$ cat src/hw/rtl/min_priority_queue_defines.svh
// ----------------------------------------------------------------------------
// min_priority_queue_defines
// Assertion helpers used by the priority queue RTL.
// ----------------------------------------------------------------------------
// Each macro assumes a clock named clk and an active-high reset named rst.
`ifndef MIN_PRIORITY_QUEUE_DEFINES_SVH
`define MIN_PRIORITY_QUEUE_DEFINES_SVH

// Same-cycle implication.
`define MPQ_ASSERT_IMP(label, ante, cons, msg) \
  label: assert property (@(posedge clk) disable iff (rst) (ante) |-> (cons)) \
    else $error(msg);

// Next-cycle implication.
`define MPQ_ASSERT_NXT(label, ante, cons, msg) \
  label: assert property (@(posedge clk) disable iff (rst) (ante) |=> (cons)) \
    else $error(msg);

`endif

$ cat src/hw/rtl/mpq_pkg.sv
// ----------------------------------------------------------------------------
// mpq_pkg
// Widths, command codes and status codes of the min priority queue.
// ----------------------------------------------------------------------------
`default_nettype none

package mpq_pkg;

  localparam int KEY_W    = 32;
  localparam int STATUS_W = 2;
  localparam int COUNT_W  = 5;
  localparam int CAPACITY_DEFAULT = 16;

  localparam logic CMD_INSERT = 1'b0;
  localparam logic CMD_REMOVE = 1'b1;

  localparam logic [STATUS_W-1:0] ST_INSERTED  = 2'd0;
  localparam logic [STATUS_W-1:0] ST_REMOVED   = 2'd1;
  localparam logic [STATUS_W-1:0] ST_UNDERFLOW = 2'd2;
  localparam logic [STATUS_W-1:0] ST_OVERFLOW  = 2'd3;

endpackage

`default_nettype wire

$ cat src/hw/rtl/mpq_ram.sv
// ----------------------------------------------------------------------------
// mpq_ram
// Generic single-write, single-read RAM with a registered read port.
// ----------------------------------------------------------------------------
`default_nettype none

module mpq_ram #(
  parameter int WIDTH = 32,
  parameter int DEPTH = 16
) (
  input  wire logic                                    clk,
  input  wire logic                                    we,
  input  wire logic [(DEPTH > 1 ? $clog2(DEPTH) : 1)-1:0] waddr,
  input  wire logic [WIDTH-1:0]                        wdata,
  input  wire logic [(DEPTH > 1 ? $clog2(DEPTH) : 1)-1:0] raddr,
  output logic      [WIDTH-1:0]                        rdata
);

  logic [WIDTH-1:0] mem [DEPTH];

  always_ff @(posedge clk) begin
    if (we) begin
      mem[waddr] <= wdata;
    end
    rdata <= mem[raddr];
  end

endmodule

`default_nettype wire

$ cat src/hw/rtl/mpq_cmp.sv
// ----------------------------------------------------------------------------
// mpq_cmp
// Shared signed key comparator used by the minimum search.
// ----------------------------------------------------------------------------
`default_nettype none

module mpq_cmp (
  input  wire logic signed [mpq_pkg::KEY_W-1:0] cand,
  input  wire logic signed [mpq_pkg::KEY_W-1:0] best,
  output logic                                  less
);

  import mpq_pkg::*;

  // Strictly less, so that among equal keys the earliest one found is kept.
  assign less = cand < best;

endmodule

`default_nettype wire

$ cat src/hw/rtl/min_priority_queue.sv
// ----------------------------------------------------------------------------
// min_priority_queue
// Ascending priority queue of signed 32-bit keys held in a small RAM.
// ----------------------------------------------------------------------------
// Each command transaction yields exactly one result transaction. An insert,
// an overflow or an underflow goes from idle straight to the finish state,
// which loads the output register once it is free and then returns to idle,
// where the next command can be accepted. A remove goes from idle through
// the scan state to the finish state and back to idle; in the scan state
// the sequencer reads the store one entry per cycle through the single RAM
// read port and runs every key through one shared comparator, then
// moves the last entry into the freed slot. The command side is not ready
// while a command is in progress; a finished result waits in the output
// register and the next command can be accepted meanwhile. If that result is
// still waiting when the next one is finished, the sequencer holds the new
// one until the output register frees. The store needs no initialization.
`default_nettype none
`include "min_priority_queue_defines.svh"

module min_priority_queue #(
  parameter int CAPACITY = mpq_pkg::CAPACITY_DEFAULT
) (
  input  wire logic                                 clk,
  input  wire logic                                 rst,
  input  wire logic                                 cmd_valid,
  output logic                                      cmd_ready,
  input  wire logic                                 cmd,
  input  wire logic signed [mpq_pkg::KEY_W-1:0]     value_in,
  output logic                                      res_valid,
  input  wire logic                                 res_ready,
  output logic signed      [mpq_pkg::KEY_W-1:0]     value_out,
  output logic             [mpq_pkg::STATUS_W-1:0]  status,
  output logic             [mpq_pkg::COUNT_W-1:0]   count,
  output logic                                      is_empty
);

  import mpq_pkg::*;

  localparam int AW = (CAPACITY > 1) ? $clog2(CAPACITY) : 1;
  localparam int CW = $clog2(CAPACITY + 1);

  localparam logic [1:0] S_IDLE   = 2'd0;
  localparam logic [1:0] S_SCAN   = 2'd1;
  localparam logic [1:0] S_FINISH = 2'd2;

  logic [1:0]                state;
  logic [CW-1:0]             cnt;
  logic [CW-1:0]             rd_idx;
  logic                      data_vld;
  logic [CW-1:0]             data_idx;
  logic signed [KEY_W-1:0]   best_val;
  logic [AW-1:0]             best_idx;
  logic signed [KEY_W-1:0]   pend_val;
  logic [STATUS_W-1:0]       pend_status;

  logic                      cmd_fire;
  logic                      full;
  logic                      issue;
  logic                      scan_last;
  logic                      cand_less;
  logic                      take;
  logic signed [KEY_W-1:0]   new_best_val;
  logic [AW-1:0]             new_best_idx;
  logic                      out_free;
  logic                      ram_we;
  logic [AW-1:0]             ram_waddr;
  logic [KEY_W-1:0]          ram_wdata;
  logic [KEY_W-1:0]          ram_rdata;

  assign cmd_ready = (state == S_IDLE);
  assign cmd_fire  = cmd_valid && cmd_ready;
  assign full      = (cnt == CW'(CAPACITY));
  assign issue     = (state == S_SCAN) && (rd_idx < cnt);
  assign out_free  = !res_valid || res_ready;

  mpq_cmp u_cmp (
    .cand (ram_rdata),
    .best (best_val),
    .less (cand_less)
  );

  // The first entry read always starts the running minimum.
  assign take         = (data_idx == '0) || cand_less;
  assign new_best_val = take ? $signed(ram_rdata) : best_val;
  assign new_best_idx = take ? data_idx[AW-1:0] : best_idx;
  assign scan_last    = (state == S_SCAN) && data_vld && (data_idx == cnt - CW'(1));

  // On the last read the entry in hand is the last one, and it fills the hole
  // left by the minimum. Entry order is not visible at the outputs.
  assign ram_we    = (cmd_fire && (cmd == CMD_INSERT) && !full) || scan_last;
  assign ram_waddr = scan_last ? new_best_idx : cnt[AW-1:0];
  assign ram_wdata = scan_last ? ram_rdata : value_in;

  mpq_ram #(
    .WIDTH (KEY_W),
    .DEPTH (CAPACITY)
  ) u_ram (
    .clk   (clk),
    .we    (ram_we),
    .waddr (ram_waddr),
    .wdata (ram_wdata),
    .raddr (rd_idx[AW-1:0]),
    .rdata (ram_rdata)
  );

  always_ff @(posedge clk) begin
    if (rst) begin
      state     <= S_IDLE;
      cnt       <= '0;
      res_valid <= 1'b0;
      data_vld  <= 1'b0;
    end else begin
      if ((state == S_FINISH) && out_free) begin
        res_valid <= 1'b1;
      end else if (res_valid && res_ready) begin
        res_valid <= 1'b0;
      end
      unique case (state)
        S_IDLE: begin
          data_vld <= 1'b0;
          if (cmd_fire) begin
            if (cmd == CMD_INSERT) begin
              if (!full) begin
                cnt <= cnt + CW'(1);
              end
              state <= S_FINISH;
            end else if (cnt == '0) begin
              state <= S_FINISH;
            end else begin
              state <= S_SCAN;
            end
          end
        end
        S_SCAN: begin
          data_vld <= issue;
          if (scan_last) begin
            cnt   <= cnt - CW'(1);
            state <= S_FINISH;
          end
        end
        S_FINISH: begin
          if (out_free) begin
            state <= S_IDLE;
          end
        end
        default: begin
          state <= S_IDLE;
        end
      endcase
    end
  end

  always_ff @(posedge clk) begin
    unique case (state)
      S_IDLE: begin
        rd_idx <= '0;
        if (cmd_fire) begin
          pend_val <= '0;
          if (cmd == CMD_INSERT) begin
            pend_status <= full ? ST_OVERFLOW : ST_INSERTED;
          end else begin
            pend_status <= ST_UNDERFLOW;
          end
        end
      end
      S_SCAN: begin
        data_idx <= rd_idx;
        if (issue) begin
          rd_idx <= rd_idx + CW'(1);
        end
        if (data_vld) begin
          best_val <= new_best_val;
          best_idx <= new_best_idx;
        end
        if (scan_last) begin
          pend_val    <= new_best_val;
          pend_status <= ST_REMOVED;
        end
      end
      S_FINISH: begin
        if (out_free) begin
          value_out <= pend_val;
          status    <= pend_status;
          count     <= COUNT_W'(cnt);
          is_empty  <= (cnt == '0);
        end
      end
      default: begin
        rd_idx <= '0;
      end
    endcase
  end

  `MPQ_ASSERT_IMP(a_cnt_bound, 1'b1, cnt <= CW'(CAPACITY), "entry count above capacity")
  `MPQ_ASSERT_IMP(a_scan_nonempty, state == S_SCAN, cnt != '0, "scan with empty store")
  `MPQ_ASSERT_NXT(a_busy_after_cmd, cmd_fire, !cmd_ready, "command accepted while busy")
  `MPQ_ASSERT_IMP(a_read_in_range, issue, rd_idx < CW'(CAPACITY), "read beyond store")

endmodule

`default_nettype wire
$ cat config.mk
export PLATFORM = sky130hd
export DESIGN_NAME = min_priority_queue
export DESIGN_NICKNAME = d
export VERILOG_FILES = /design/src/hw/rtl/mpq_pkg.sv /design/src/hw/rtl/mpq_ram.sv /design/src/hw/rtl/mpq_cmp.sv /design/src/hw/rtl/min_priority_queue.sv
export VERILOG_INCLUDE_DIRS = /design/src /design/src/hw/rtl
export SDC_FILE = /design/constraint.sdc
export NUM_CORES = 1
export LEC_CHECK = 0
export BUFFER_PORTS_ARGS = -buffer_cell sky130_fd_sc_hd__buf_2
export CAP_MARGIN = 20
export CELL_PAD_IN_SITES_DETAIL_PLACEMENT = 1
export CELL_PAD_IN_SITES_GLOBAL_PLACEMENT = 2
export CORE_MARGIN = 4
export CORE_UTILIZATION = 30
export CTS_CLUSTER_DIAMETER = 150
export DETAILED_ROUTE_END_ITERATION = 8
export PLACE_DENSITY_LB_ADDON = 0.12
export SLEW_MARGIN = 30
export SYNTH_ARGS = -nofsm -noshare
export SYNTH_HDL_FRONTEND = slang
export SYNTH_SLANG_ARGS = --single-unit
export TNS_END_PERCENT = 5
$ cat constraint.sdc
create_clock -name clk -period 13 [get_ports clk]
set_input_delay 1.3 -clock clk [delete_from_list [all_inputs] [get_ports clk]]
set_output_delay 1.3 -clock clk [all_outputs]
set_load 0.05 [all_outputs]
; Yosys cells after proc, flatten, opt, wreduce, memory -nomap -nowiden
; Memories as Yosys holds them, arrays and structs flattened. A register that Yosys moved wholly into a read port is not among the register bits.
; Cells that the tools add are included.
[word_totals]
register_bits = 129
ram_bits = 512
elab_cells = 86
n_memories = 1
[classes]
add_sub_neg = 3
order_cmp = 2
n_eq_ne = 10
muxes = 30
n_bitwise = 2
reduce_logical = 24
[memory_table]
columns = memory, words, word_bits, rd, rd_ports_with_merged_regs, write_ports, line_no
row1 = u_ram.mem, 16, 32, 1, 1, 1, mpq_ram.sv:19  ; logic [WIDTH-1:0] mem [DEPTH];
[op_table]
columns = op, count
row1 = two-way mux 32 bit, 4
row2 = case mux 32 bit (2 select lines), 1
row3 = < comparator 32 bit, 1
row4 = two-way mux 5 bit, 5
row5 = case mux 5 bit (2 select lines), 2
row6 = two-way mux 2 bit, 9
row7 = adder 5 x 1 -> 5 bit (second input constant), 2
row8 = logical NOT 5 bit, 2
row9 = inequality test 2 bit (second input constant), 5
row10 = logical AND 1 bit, 8
row11 = two-way mux 4 bit, 2
row12 = case mux 2 bit (3 select lines), 1
row13 = AND reduction 2 bit, 3
row14 = AND reduction 3 bit, 2
row15 = == test 5 bit, 1
row16 = == test 5 bit (second input constant), 1
row17 = < comparator 5 bit, 1
row18 = AND reduction 5 bit, 1
row19 = subtractor 5 x 1 -> 5 bit (second input constant), 1
row20 = two-way mux 1 bit, 4
row21 = case mux 2 bit (2 select lines), 1
row22 = nonzero test 2 bit, 2
row23 = logical OR 1 bit, 3
row24 = == test 2 x 1 -> 1 bit (second input constant), 1
row25 = 6 further kinds, 8

; Logic depth before layout (Yosys ltp)
; Gate-level depths: netlist of the first run.
[depth]
word_depth = 7
depth_mapped = 12
mapped_depth_nobuf = 10

; Cells and area by module
; A second synthesis of the first run with hierarchy kept.
[unflattened]
cells_unflattened = 1300
area_unflattened_um2 = 26155.1
[by_module_without_submodules]
columns = module, n_inst, cells_per_inst, area_per_inst_um2, seq_area_each_um2
row1 = mpq_ram, 1, 838, 19835.3, 16015.4
row2 = min_priority_queue, 1, 354, 5530.3, 3783.6
row3 = mpq_cmp, 1, 108, 789.5, 0.0

; Worst setup path before layout of the first run
; Ideal clock, no wire load.
[synth_timing]
path_type = reg-to-reg
startpoint = register state[1]
endpoint = memory u_ram.mem[12][0], enable pin
setup_time_ns = 0.501
arrival_time_ns = 6.230
setup_slack_ns = 6.269
path_stages_with_launch = 11
period_less_slack_ns = 6.731
path_cell_list = dfxtp_1 > nand2b_1 > inv_2 > and2_1 > o211ai_1 > a2111oi_4 > a31oi_2 > a21o_1 > or3_1 > buf_2 > nor4_1
[synth_between]
elab_chain_len = 7
[synth_rtl]
columns = item, line_no
row1 = "start, declared", min_priority_queue.sv:46  ; logic [1:0] state;
row2 = "start signal, assigned", min_priority_queue.sv:108  ; state <= S_IDLE;
row3 = "start signal, assigned", min_priority_queue.sv:126  ; state <= S_FINISH;
row4 = "start signal, assigned", min_priority_queue.sv:128  ; state <= S_FINISH;
row5 = logical NOT 2 bit, min_priority_queue.sv:70  ; assign cmd_ready = (state == S_IDLE);
row6 = logical AND 1 bit, min_priority_queue.sv:71  ; assign cmd_fire = cmd_valid && cmd_ready;
row7 = logical AND 1 bit (2 in a row), min_priority_queue.sv:90  ; assign ram_we = (cmd_fire && (cmd == CMD_INSERT) && !full) || scan_last;
row8 = logical OR 1 bit, min_priority_queue.sv:90
row9 = two-way mux 1 bit, mpq_ram.sv:22  ; if (we) begin
row10 = two-way mux 1 bit (implied by the code), mpq_ram.sv:23  ; mem[waddr] <= wdata;
row11 = "end, declared", mpq_ram.sv:19
; Several ways; a longest one is shown, not always the timed one.

; Worst setup path after layout of the first run
[layout_timing]
startpoint = register state[1]
endpoint = memory u_ram.mem[15][13], enable pin
; The elaborated chain is that of the path after synthesis.

==> results of run 1 <==
==> flip-flops by register name (all words and copies together), names as in the netlist, 4 cells and up <==
signal       flops
best_idx         4
value_out       32
data_idx         5
pend_val        32
u_ram.mem      512
count            5
cnt              5
u_ram.rdata     32
rd_idx           5
best_val        32
==> synthesized netlist by cell type, drive strengths merged, types with 7 or more instances <==
library cell	instances
nand4	7
nor4	10
clkbuf	52
mux4	64
a221oi	32
o21ai	95
inv	41
nor3	15
and2	37
nand3	38
edfxtp	632
mux2	58
ha	38
dfxtp	41
a21oi	53
mux2i	106
buf	27
nand2	73
nor2	22
xnor2	9
a22oi	33
==> worst max-delay path, cell delays in order (launching register included) <==
cell and delay (ns):
sky130_fd_sc_hd__dfxtp_1 0.37, sky130_fd_sc_hd__nand2b_1 0.39, sky130_fd_sc_hd__inv_2 0.60, sky130_fd_sc_hd__and2_4 0.61
sky130_fd_sc_hd__o211ai_1 0.25, sky130_fd_sc_hd__a2111oi_4 0.39, sky130_fd_sc_hd__buf_4 0.41, sky130_fd_sc_hd__inv_2 0.19
sky130_fd_sc_hd__a21o_1 0.23, sky130_fd_sc_hd__or3_1 0.61, sky130_fd_sc_hd__nor4_4 0.53, sky130_fd_sc_hd__buf_4 0.46
==> routing by layer <==
layer	GRT usage	share of wire	vias up
met3	0.0262	0.042	85
met5	0	0	-
met4	0.0366	0.016	0
li1	-	-	6293
met2	0.217	0.42	242
met1	0.239	0.52	7316
==> cells by family (layout without fill, tap and decap cells) <==
kind of cell               count (synthesis)  after routing  synth area share
AOI/OAI and AO/OA                        240            240            0.0564
DFF                                      673            673             0.744
buffers and inverters                    120            292            0.0174
xor gates and xnor gates                  12             12           0.00395
and+or+nand+nor                          220            220            0.0416
adders and majority gates                 38             38            0.0179
muxes                                    228            228             0.119
==> final timing paths <==
kind / from / endpoint / slack (ns) / depth (start not counted)
min reg2reg: pend_val[20]$_SDFFCE_PN0P_ / value_out[20]$_DFFE_PP_ / 0.42 / 0
min: pend_val[20]$_SDFFCE_PN0P_ / value_out[20]$_DFFE_PP_ / 0.42 / 0
max: state[1]$_SDFFE_PP0P_ / u_ram.mem[15][13]$_DFFE_PP_ / 7.55 / 11
max reg2reg: state[1]$_SDFFE_PP0P_ / u_ram.mem[15][13]$_DFFE_PP_ / 7.55 / 11
==> metrics by stage <==
step | instances | cell area (um2) | utilization | hold slack, ns | power (mW)
2_1_floorplan | 1531 | 26600 | - | 0.400 | 2.98
3_3_place_gp | 2715 | 28500 | 0.326 | 0.401 | 3.26
3_5_place_dp | 2717 | 28500 | 0.326 | 0.406 | 3.28
4_1_cts | 2858 | 31100 | 0.355 | 0.420 | 5.45
5_1_grt | 2858 | 31100 | 0.355 | 0.430 | 5.60
6_report | 2858 | 31100 | 0.355 | 0.418 | 5.36
==> power by group <==
part	internal [mW]	leakage (nW)	switching [mW]	total, mW
combinational	0.225	2.80	0.447	0.673
sequential	2.46	6.09	0.0822	2.54
clock	1.24	1.22	0.903	2.15
total	3.93	10.1	1.43	5.36
==> area by class of cell <==
type / count / area, um2 / area share
clock inverter: 45 / 487 / 0.0157
multi-input combinational: 738 / 6470 / 0.208
sequential: 673 / 19800 / 0.638
inverter: 41 / 154 / 0.00496
clock buffer: 96 / 2030 / 0.0653
timing repair buffer: 110 / 671 / 0.0216
tap: 1155 / 1450 / 0.0465
==> flow_summary.rst, run 1 <==
.. list-table::
   :header-rows: 1

   * - Metric
     - Value
   * - Result of the run
     - finished clean
   * - Avg WL per Cell
     - 24.9 um
   * - Worst path required time
     - 13.28 ns
   * - Port buffer count
     - 78
   * - Pwr per Cell Area
     - 173 nW/um2
   * - Final cycle utilization of the critical path
     - 0.419
   * - Placed wire-length estimate
     - 45600 um
   * - Normalized max-slew margin
     - 0.314
   * - Area of the die
     - 93500 um2
   * - Number of nets in the layout
     - 1715
   * - Critical path capture point type
     - flop
   * - Total clock sinks
     - 673
   * - Filler cell count
     - 8717
   * - Width of the chip
     - 306 um
   * - LEAKAGE
     - 10.1 nW
   * - Bufs on Longest Clock Path
     - 3
   * - Count of mapped cells out of synthesis
     - 1531
   * - Global-route wire length before repair
     - 105000 um
   * - Depth of the CTS H-tree
     - 3
   * - Antenna violations before repair
     - 4
   * - Post-detailed-route DRC marker count
     - 0
   * - Number of slew-limit violations in the final report
     - 0
   * - CTS tree
     - done
   * - Antenna cell count
     - 0
   * - Transition time at the pin with the least slew margin
     - 1.02 ns
   * - Boundary Pins
     - 79
   * - Worst-path fanout max
     - 45
   * - Routability congestion estimate from global placement
     - 0.747
   * - Die outline height
     - 306 um
   * - Leading cell types in the layout, fill and taps excluded
     - sky130_fd_sc_hd__edfxtp_1, sky130_fd_sc_hd__mux2i_1, sky130_fd_sc_hd__o21ai_0, sky130_fd_sc_hd__buf_2, sky130_fd_sc_hd__clkbuf_16
   * - Clk Latency, worst-skew pair
     - 0.63 ns
   * - Post-synth ARST share
     - 0
   * - Fmax
     - 0.183 GHz
   * - Placeable core area
     - 87400 um2
   * - Setup TNS Final
     - 0 ns
   * - Starting density of the core
     - 0.304
   * - Synthesized net count
     - 1606
   * - Clock input transition at the sequential cells of the worst setup and hold paths
     - 0.06 ns
   * - Resized cells post-CTS
     - 0
   * - EDFF count, synth
     - 632
   * - Fraction of final layout cells sized beyond drive strength 1
     - 0.220
   * - Standard-cell rows
     - 108
   * - Length of the first detailed-routing pass in iterations
     - 4
   * - Path category of the worst min-delay check
     - reg -> reg
   * - Data arrival time of the worst path
     - 5.73 ns
   * - Count of nets left with antenna violations after detail routing
     - 0
   * - Area leader, netlist
     - sky130_fd_sc_hd__edfxtp_1
   * - Setup repair after global routing missed its margin
     - false
   * - Worst setup slack before clock tree synthesis
     - 6.98 ns
   * - Largest net degree at the start of global routing
     - 107
   * - Dominant cells by area after synthesis
     - sky130_fd_sc_hd__edfxtp_1, sky130_fd_sc_hd__mux4_2, sky130_fd_sc_hd__mux2i_1, sky130_fd_sc_hd__dfxtp_1, sky130_fd_sc_hd__mux2_2
   * - Clock tree root buffer cell
     - sky130_fd_sc_hd__clkbuf_16
   * - Synth Warn #
     - 0
   * - Max-cap check violation count
     - 0
   * - Flops & latches, synth
     - 673
   * - Final period demand of the worst path
     - 5.45 ns
   * - Post-synth top flop
     - sky130_fd_sc_hd__edfxtp_1
   * - Hold violation total from the final report
     - 0
   * - Number of hold buffers added after CTS
     - 0
   * - Total via count after detailed routing
     - 13.9k
   * - Peak VDD IR
     - 87.5 uV
   * - Final setup viols
     - 0
   * - Most common library cell in the layout ignoring fill and taps
     - sky130_fd_sc_hd__edfxtp_1
   * - Total global routing track utilization
     - 0.152
   * - Total standard cell area after synthesis
     - 26600 um2
   * - Crit Path Category
     - reg -> reg
   * - Wire length after detailed routing
     - 71100 um
   * - GRT overflow
     - 0
   * - Setup ws final
     - 7.55 ns
   * - Number of global-route vias before repair
     - 14.7k
   * - Syn_area_per_cell
     - 17.4 um2
   * - Routed vias/inst
     - 4.88
   * - Yosys cell types
     - 47
   * - Starting DRT DRC Count
     - 1029
   * - Top-area cell type share of the netlist area
     - 0.713
   * - Cts bufs inserted
     - 76
   * - Startpoint type of the worst setup path
     - flop
   * - Count of buffers added by post-CTS timing repair for setup
     - 0
   * - Sequential-to-total area share from yosys stat
     - 0.744
   * - Skew final
     - 0.0261 ns
   * - Area Overhead vs Synth
     - 16.7%
(Power assumes the default switching activity.)
==> inputs of run 2 (changes only) <==
Settings changed: ABC_AREA set to 1.
Clock period 13 ns to 4.7 ns, I/O delays scaled along.
==> flow_summary.rst, run 2 <==
.. list-table::
   :header-rows: 1

   * - Metric
     - Value
   * - Antenna violations before repair
     - 6 (+2)
   * - Number of hold buffers added after CTS
     - 0 (unchanged)
   * - Placed wire-length estimate
     - 50900 um (+12%)
   * - Final cycle utilization of the critical path
     - 0.831 (+0.412)
   * - Port buffer count
     - 78 (unchanged)
   * - Pwr per Cell Area
     - 578 nW/um2 (+230%)
   * - Starting density of the core
     - 0.302 (-0.00188)
   * - Count of nets left with antenna violations after detail routing
     - 0 (unchanged)
   * - Post-route standard cell area excluding fillers
     - 31800 um2 (+2.5%)
   * - Normalized max-slew margin
     - 0.410 (+0.0957)
   * - Standard-cell rows
     - 109 (+0.93%)
   * - Largest net degree at the start of global routing
     - 129 (+21%)
   * - RR Startpoint
     - cnt[0]$_SDFFE_PP0P_
   * - Clk Latency, worst-skew pair
     - 0.62 ns (about the same)
   * - Synth Warn #
     - 0 (unchanged)
   * - Synthesized net count
     - 2160 (+34%)
   * - Count of placed standard cells in the final layout, fillers left out
     - 3456 (+21%)
   * - Fmax
     - 0.256 GHz (+40%)
   * - Final setup viols
     - 0 (unchanged)
   * - Data arrival time of the worst path
     - 4.21 ns (-1.52 ns)
   * - Most common library cell in the layout ignoring fill and taps
     - sky130_fd_sc_hd__edfxtp_1
   * - Number of nets in the layout
     - 2304 (+34%)
   * - Depth of the CTS H-tree
     - 3 (unchanged)
   * - Startpoint of the most critical setup path
     - cnt[0]$_SDFFE_PP0P_
   * - Count of buffers added by post-CTS timing repair for setup
     - 0 (unchanged)
   * - Total standard cell area after synthesis
     - 26800 um2 (+0.61%)
   * - Crit Path Category
     - reg -> reg
   * - Width of the chip
     - 307 um (+0.30%)
   * - Setup TNS Final
     - 0 ns (unchanged)
   * - Cell Area, Placed
     - 29200 um2 (+2.4%)
   * - Most frequently used cell type in the post-synthesis netlist
     - sky130_fd_sc_hd__edfxtp_1
   * - Fraction of final layout cells sized beyond drive strength 1
     - 0.152 (-0.0681)
   * - Length of the first detailed-routing pass in iterations
     - 5 (+1)
   * - Clock input transition at the sequential cells of the worst setup and hold paths
     - 0.06 ns (about the same)
   * - GRT overflow
     - 0 (unchanged)
   * - Depth of the worst register-to-register path
     - 14 (+3)
   * - Filler cell count
     - 9310 (+6.8%)
   * - LEAKAGE
     - 11.4 nW (+13%)
   * - Area of the die
     - 94100 um2 (+0.60%)
   * - Placeable core area
     - 88500 um2 (+1.2%)
   * - Most instantiated cells after synthesis
     - sky130_fd_sc_hd__edfxtp_1, sky130_fd_sc_hd__nand2_1, sky130_fd_sc_hd__o21ai_0
   * - Post-synth ARST share
     - 0 (unchanged)
   * - Area Overhead vs Synth
     - 19.0%
   * - Clock tree root buffer cell
     - sky130_fd_sc_hd__clkbuf_16
   * - Routed vias/inst
     - 4.95 (+1.6%)
   * - Total clock sinks
     - 673 (unchanged)
   * - Resized cells post-CTS
     - 0 (unchanged)
   * - Syn_area_per_cell
     - 12.8 um2 (-26%)
   * - Startpoint of the tightest hold check path
     - rst
   * - Sequential-to-total area share from yosys stat
     - 0.740 (-0.00452)
   * - Routability congestion estimate from global placement
     - 0.731 (-2.1%)
   * - Path category of the worst min-delay check
     - in -> reg
   * - Number of global-route vias before repair
     - 18.0k (+23%)
   * - Result of the run
     - finished clean
   * - Skew final
     - 0.0244 ns (-0.00163 ns)
   * - Top register by number of flip-flops
     - u_ram.mem
   * - Total global routing track utilization
     - 0.178 (+0.0257)
   * - Final total power
     - 18.4 mW (+240%)
   * - Post-detailed-route DRC marker count
     - 0 (unchanged)
   * - Placed Cells incl. Taps
     - 3313 (+22%)
   * - Max-cap check violation count
     - 0 (unchanged)
   * - Flip-flop count of the largest register, all copies and words added
     - 512 (unchanged)
   * - Post-synth top flop
     - sky130_fd_sc_hd__edfxtp_1
   * - Wire length after detailed routing
     - 83800 um (+18%)
   * - Final period demand of the worst path
     - 3.91 ns (-1.54 ns)
   * - Total via count after detailed routing
     - 17.1k (+23%)
   * - Capture instance of the worst register-to-register path
     - u_ram.mem[11][26]$_DFFE_PP_
   * - Top-area cell type share of the netlist area
     - 0.709 (-0.00433)
   * - Flops & latches, synth
     - 673 (unchanged)
   * - Count of mapped cells out of synthesis
     - 2085 (+36%)
   * - Worst path required time
     - 5.01 ns (-8.27 ns)
   * - Cts bufs inserted
     - 79 (+3.9%)
   * - CTS tree
     - done
   * - Dominant cells by area after synthesis
     - sky130_fd_sc_hd__edfxtp_1, sky130_fd_sc_hd__nand2_1, sky130_fd_sc_hd__o21ai_0, sky130_fd_sc_hd__dfxtp_1, sky130_fd_sc_hd__nor2_1
   * - Die outline height
     - 307 um (+0.30%)
   * - Hold violation total from the final report
     - 0 (unchanged)
   * - Startpoint type of the worst setup path
     - flop
   * - Area leader, netlist
     - sky130_fd_sc_hd__edfxtp_1
   * - Yosys cell types
     - 41 (-13%)
   * - Bufs on Longest Clock Path
     - 3 (unchanged)
   * - Avg WL per Cell
     - 24.3 um (-2.4%)
   * - Leading cell types in the layout, fill and taps excluded
     - sky130_fd_sc_hd__edfxtp_1, sky130_fd_sc_hd__nand2_1, sky130_fd_sc_hd__o21ai_0, sky130_fd_sc_hd__nor2_1, sky130_fd_sc_hd__a21oi_1
   * - Transition time at the pin with the least slew margin
     - 0.886 ns (-0.135 ns)
   * - Critical path capture point type
     - flop
   * - Global-route wire length before repair
     - 124000 um (+18%)
   * - Starting DRT DRC Count
     - 1159 (+13%)
   * - Boundary Pins
     - 79 (unchanged)
   * - Critical Path Sink
     - u_ram.mem[11][26]$_DFFE_PP_
   * - Worst-path fanout max
     - 28 (-38%)
   * - Number of slew-limit violations in the final report
     - 0 (unchanged)
   * - Peak VDD IR
     - 297 uV (+240%)
   * - Setup slack of the most critical reg-to-reg path
     - 0.79 ns (-6.76 ns)
   * - Setup repair after global routing missed its margin
     - false
   * - EDFF count, synth
     - 632 (unchanged)
[run 2: cell types whose count changed in the layout (fill, tap and decap cells not counted), sizes merged, moves of 28 or more]
cell	previous run	this run
mux2	58	0
a21oi	53	107
o22ai	1	41
mux2i	106	0
nand4	7	35
a22oi	33	0
mux4	64	0
nor2	22	177
nand2	73	349
inv	45	114
o21ai	95	251
buf	110	177
nand3	38	71
[run 2: stage by stage]
step | setup WS (ns) | hold slack [ns] | util
after global placement | 0.789 | 0.401 | 0.330
after global routing | 0.435 | 0.0551 | 0.360
final | 0.795 | 0.0662 | 0.360
after detailed placement | 0.749 | 0.405 | 0.330
after floorplan | 0.756 | 0.400 | -
after CTS | 0.729 | 0.0238 | 0.360
[run 2: how the worst min path moves through the flow]
| stage | to | cells past startpoint |
|---|---|---|
| floorplan | status[0]$_DFFE_PP_ | 0 |
| global placement | value_out[13]$_DFFE_PP_ | 0 |
| detailed placement | value_out[10]$_DFFE_PP_ | 0 |
| CTS | data_vld$_SDFFE_PP0P_ | 2 |
| global route | data_vld$_SDFFE_PP0P_ | 2 |
| finish | data_vld$_SDFFE_PP0P_ | 2 |
[run 2: cell families (layout without fill, tap and decap cells)]
group,after synthesis,in the layout,synth area share
DFF,673,673,0.740
and+or+nand+nor,667,667,0.107
AOI/OAI and AO/OA,469,469,0.0995
buffers and inverters,229,434,0.0335
adders and majority gates,38,38,0.0178
xor gates and xnor gates,9,9,0.00294
other,0,1,0
[run 2: critical path, cell delays in order (launching register included)]
cell and delay (ns):
sky130_fd_sc_hd__dfxtp_1 0.49, sky130_fd_sc_hd__inv_1 0.22, sky130_fd_sc_hd__ha_1 0.29, sky130_fd_sc_hd__xor2_1 0.18
sky130_fd_sc_hd__xor2_1 0.15, sky130_fd_sc_hd__inv_1 0.06, sky130_fd_sc_hd__nand2_1 0.07, sky130_fd_sc_hd__nor2_2 0.13
sky130_fd_sc_hd__nand3_4 0.39, sky130_fd_sc_hd__inv_4 0.32, sky130_fd_sc_hd__nand3_1 0.10, sky130_fd_sc_hd__o21ai_1 0.12
sky130_fd_sc_hd__nand2_1 0.29, sky130_fd_sc_hd__nor2_4 0.50, sky130_fd_sc_hd__buf_12 0.26
[run 2: layout make-up]
type                    count  area (um2)  area share
well taps                1165        1460      0.0458
clock buffers             100        2180      0.0685
inverters                 115         443      0.0139
multi-input cells        1183        6220       0.195
clock inverters            42         424      0.0133
diodes                      1        2.50   0.0000786
flip-flops and latches    673       19800       0.622
repair buffers            177        1320      0.0413
[run 2: power by group]
| part | switching [mW] | leakage (nW) | internal, mW |
|---|---|---|---|
| logic | 3.61 | 4.01 | 1.26 |
| registers | 0.261 | 6.10 | 7.13 |
| clock network | 2.46 | 1.27 | 3.67 |
[run 2: per-layer routing]
metal / track usage / part of all wire / up-vias / wire length [um]
li1: - / - / 7904 / -
met1: 0.255 / 0.48 / 8777 / 40300
met2: 0.287 / 0.46 / 343 / 38800
met3: 0.0225 / 0.038 / 91 / 3170
met4: 0.0448 / 0.019 / 0 / 1600
met5: 0 / 0 / - / 0
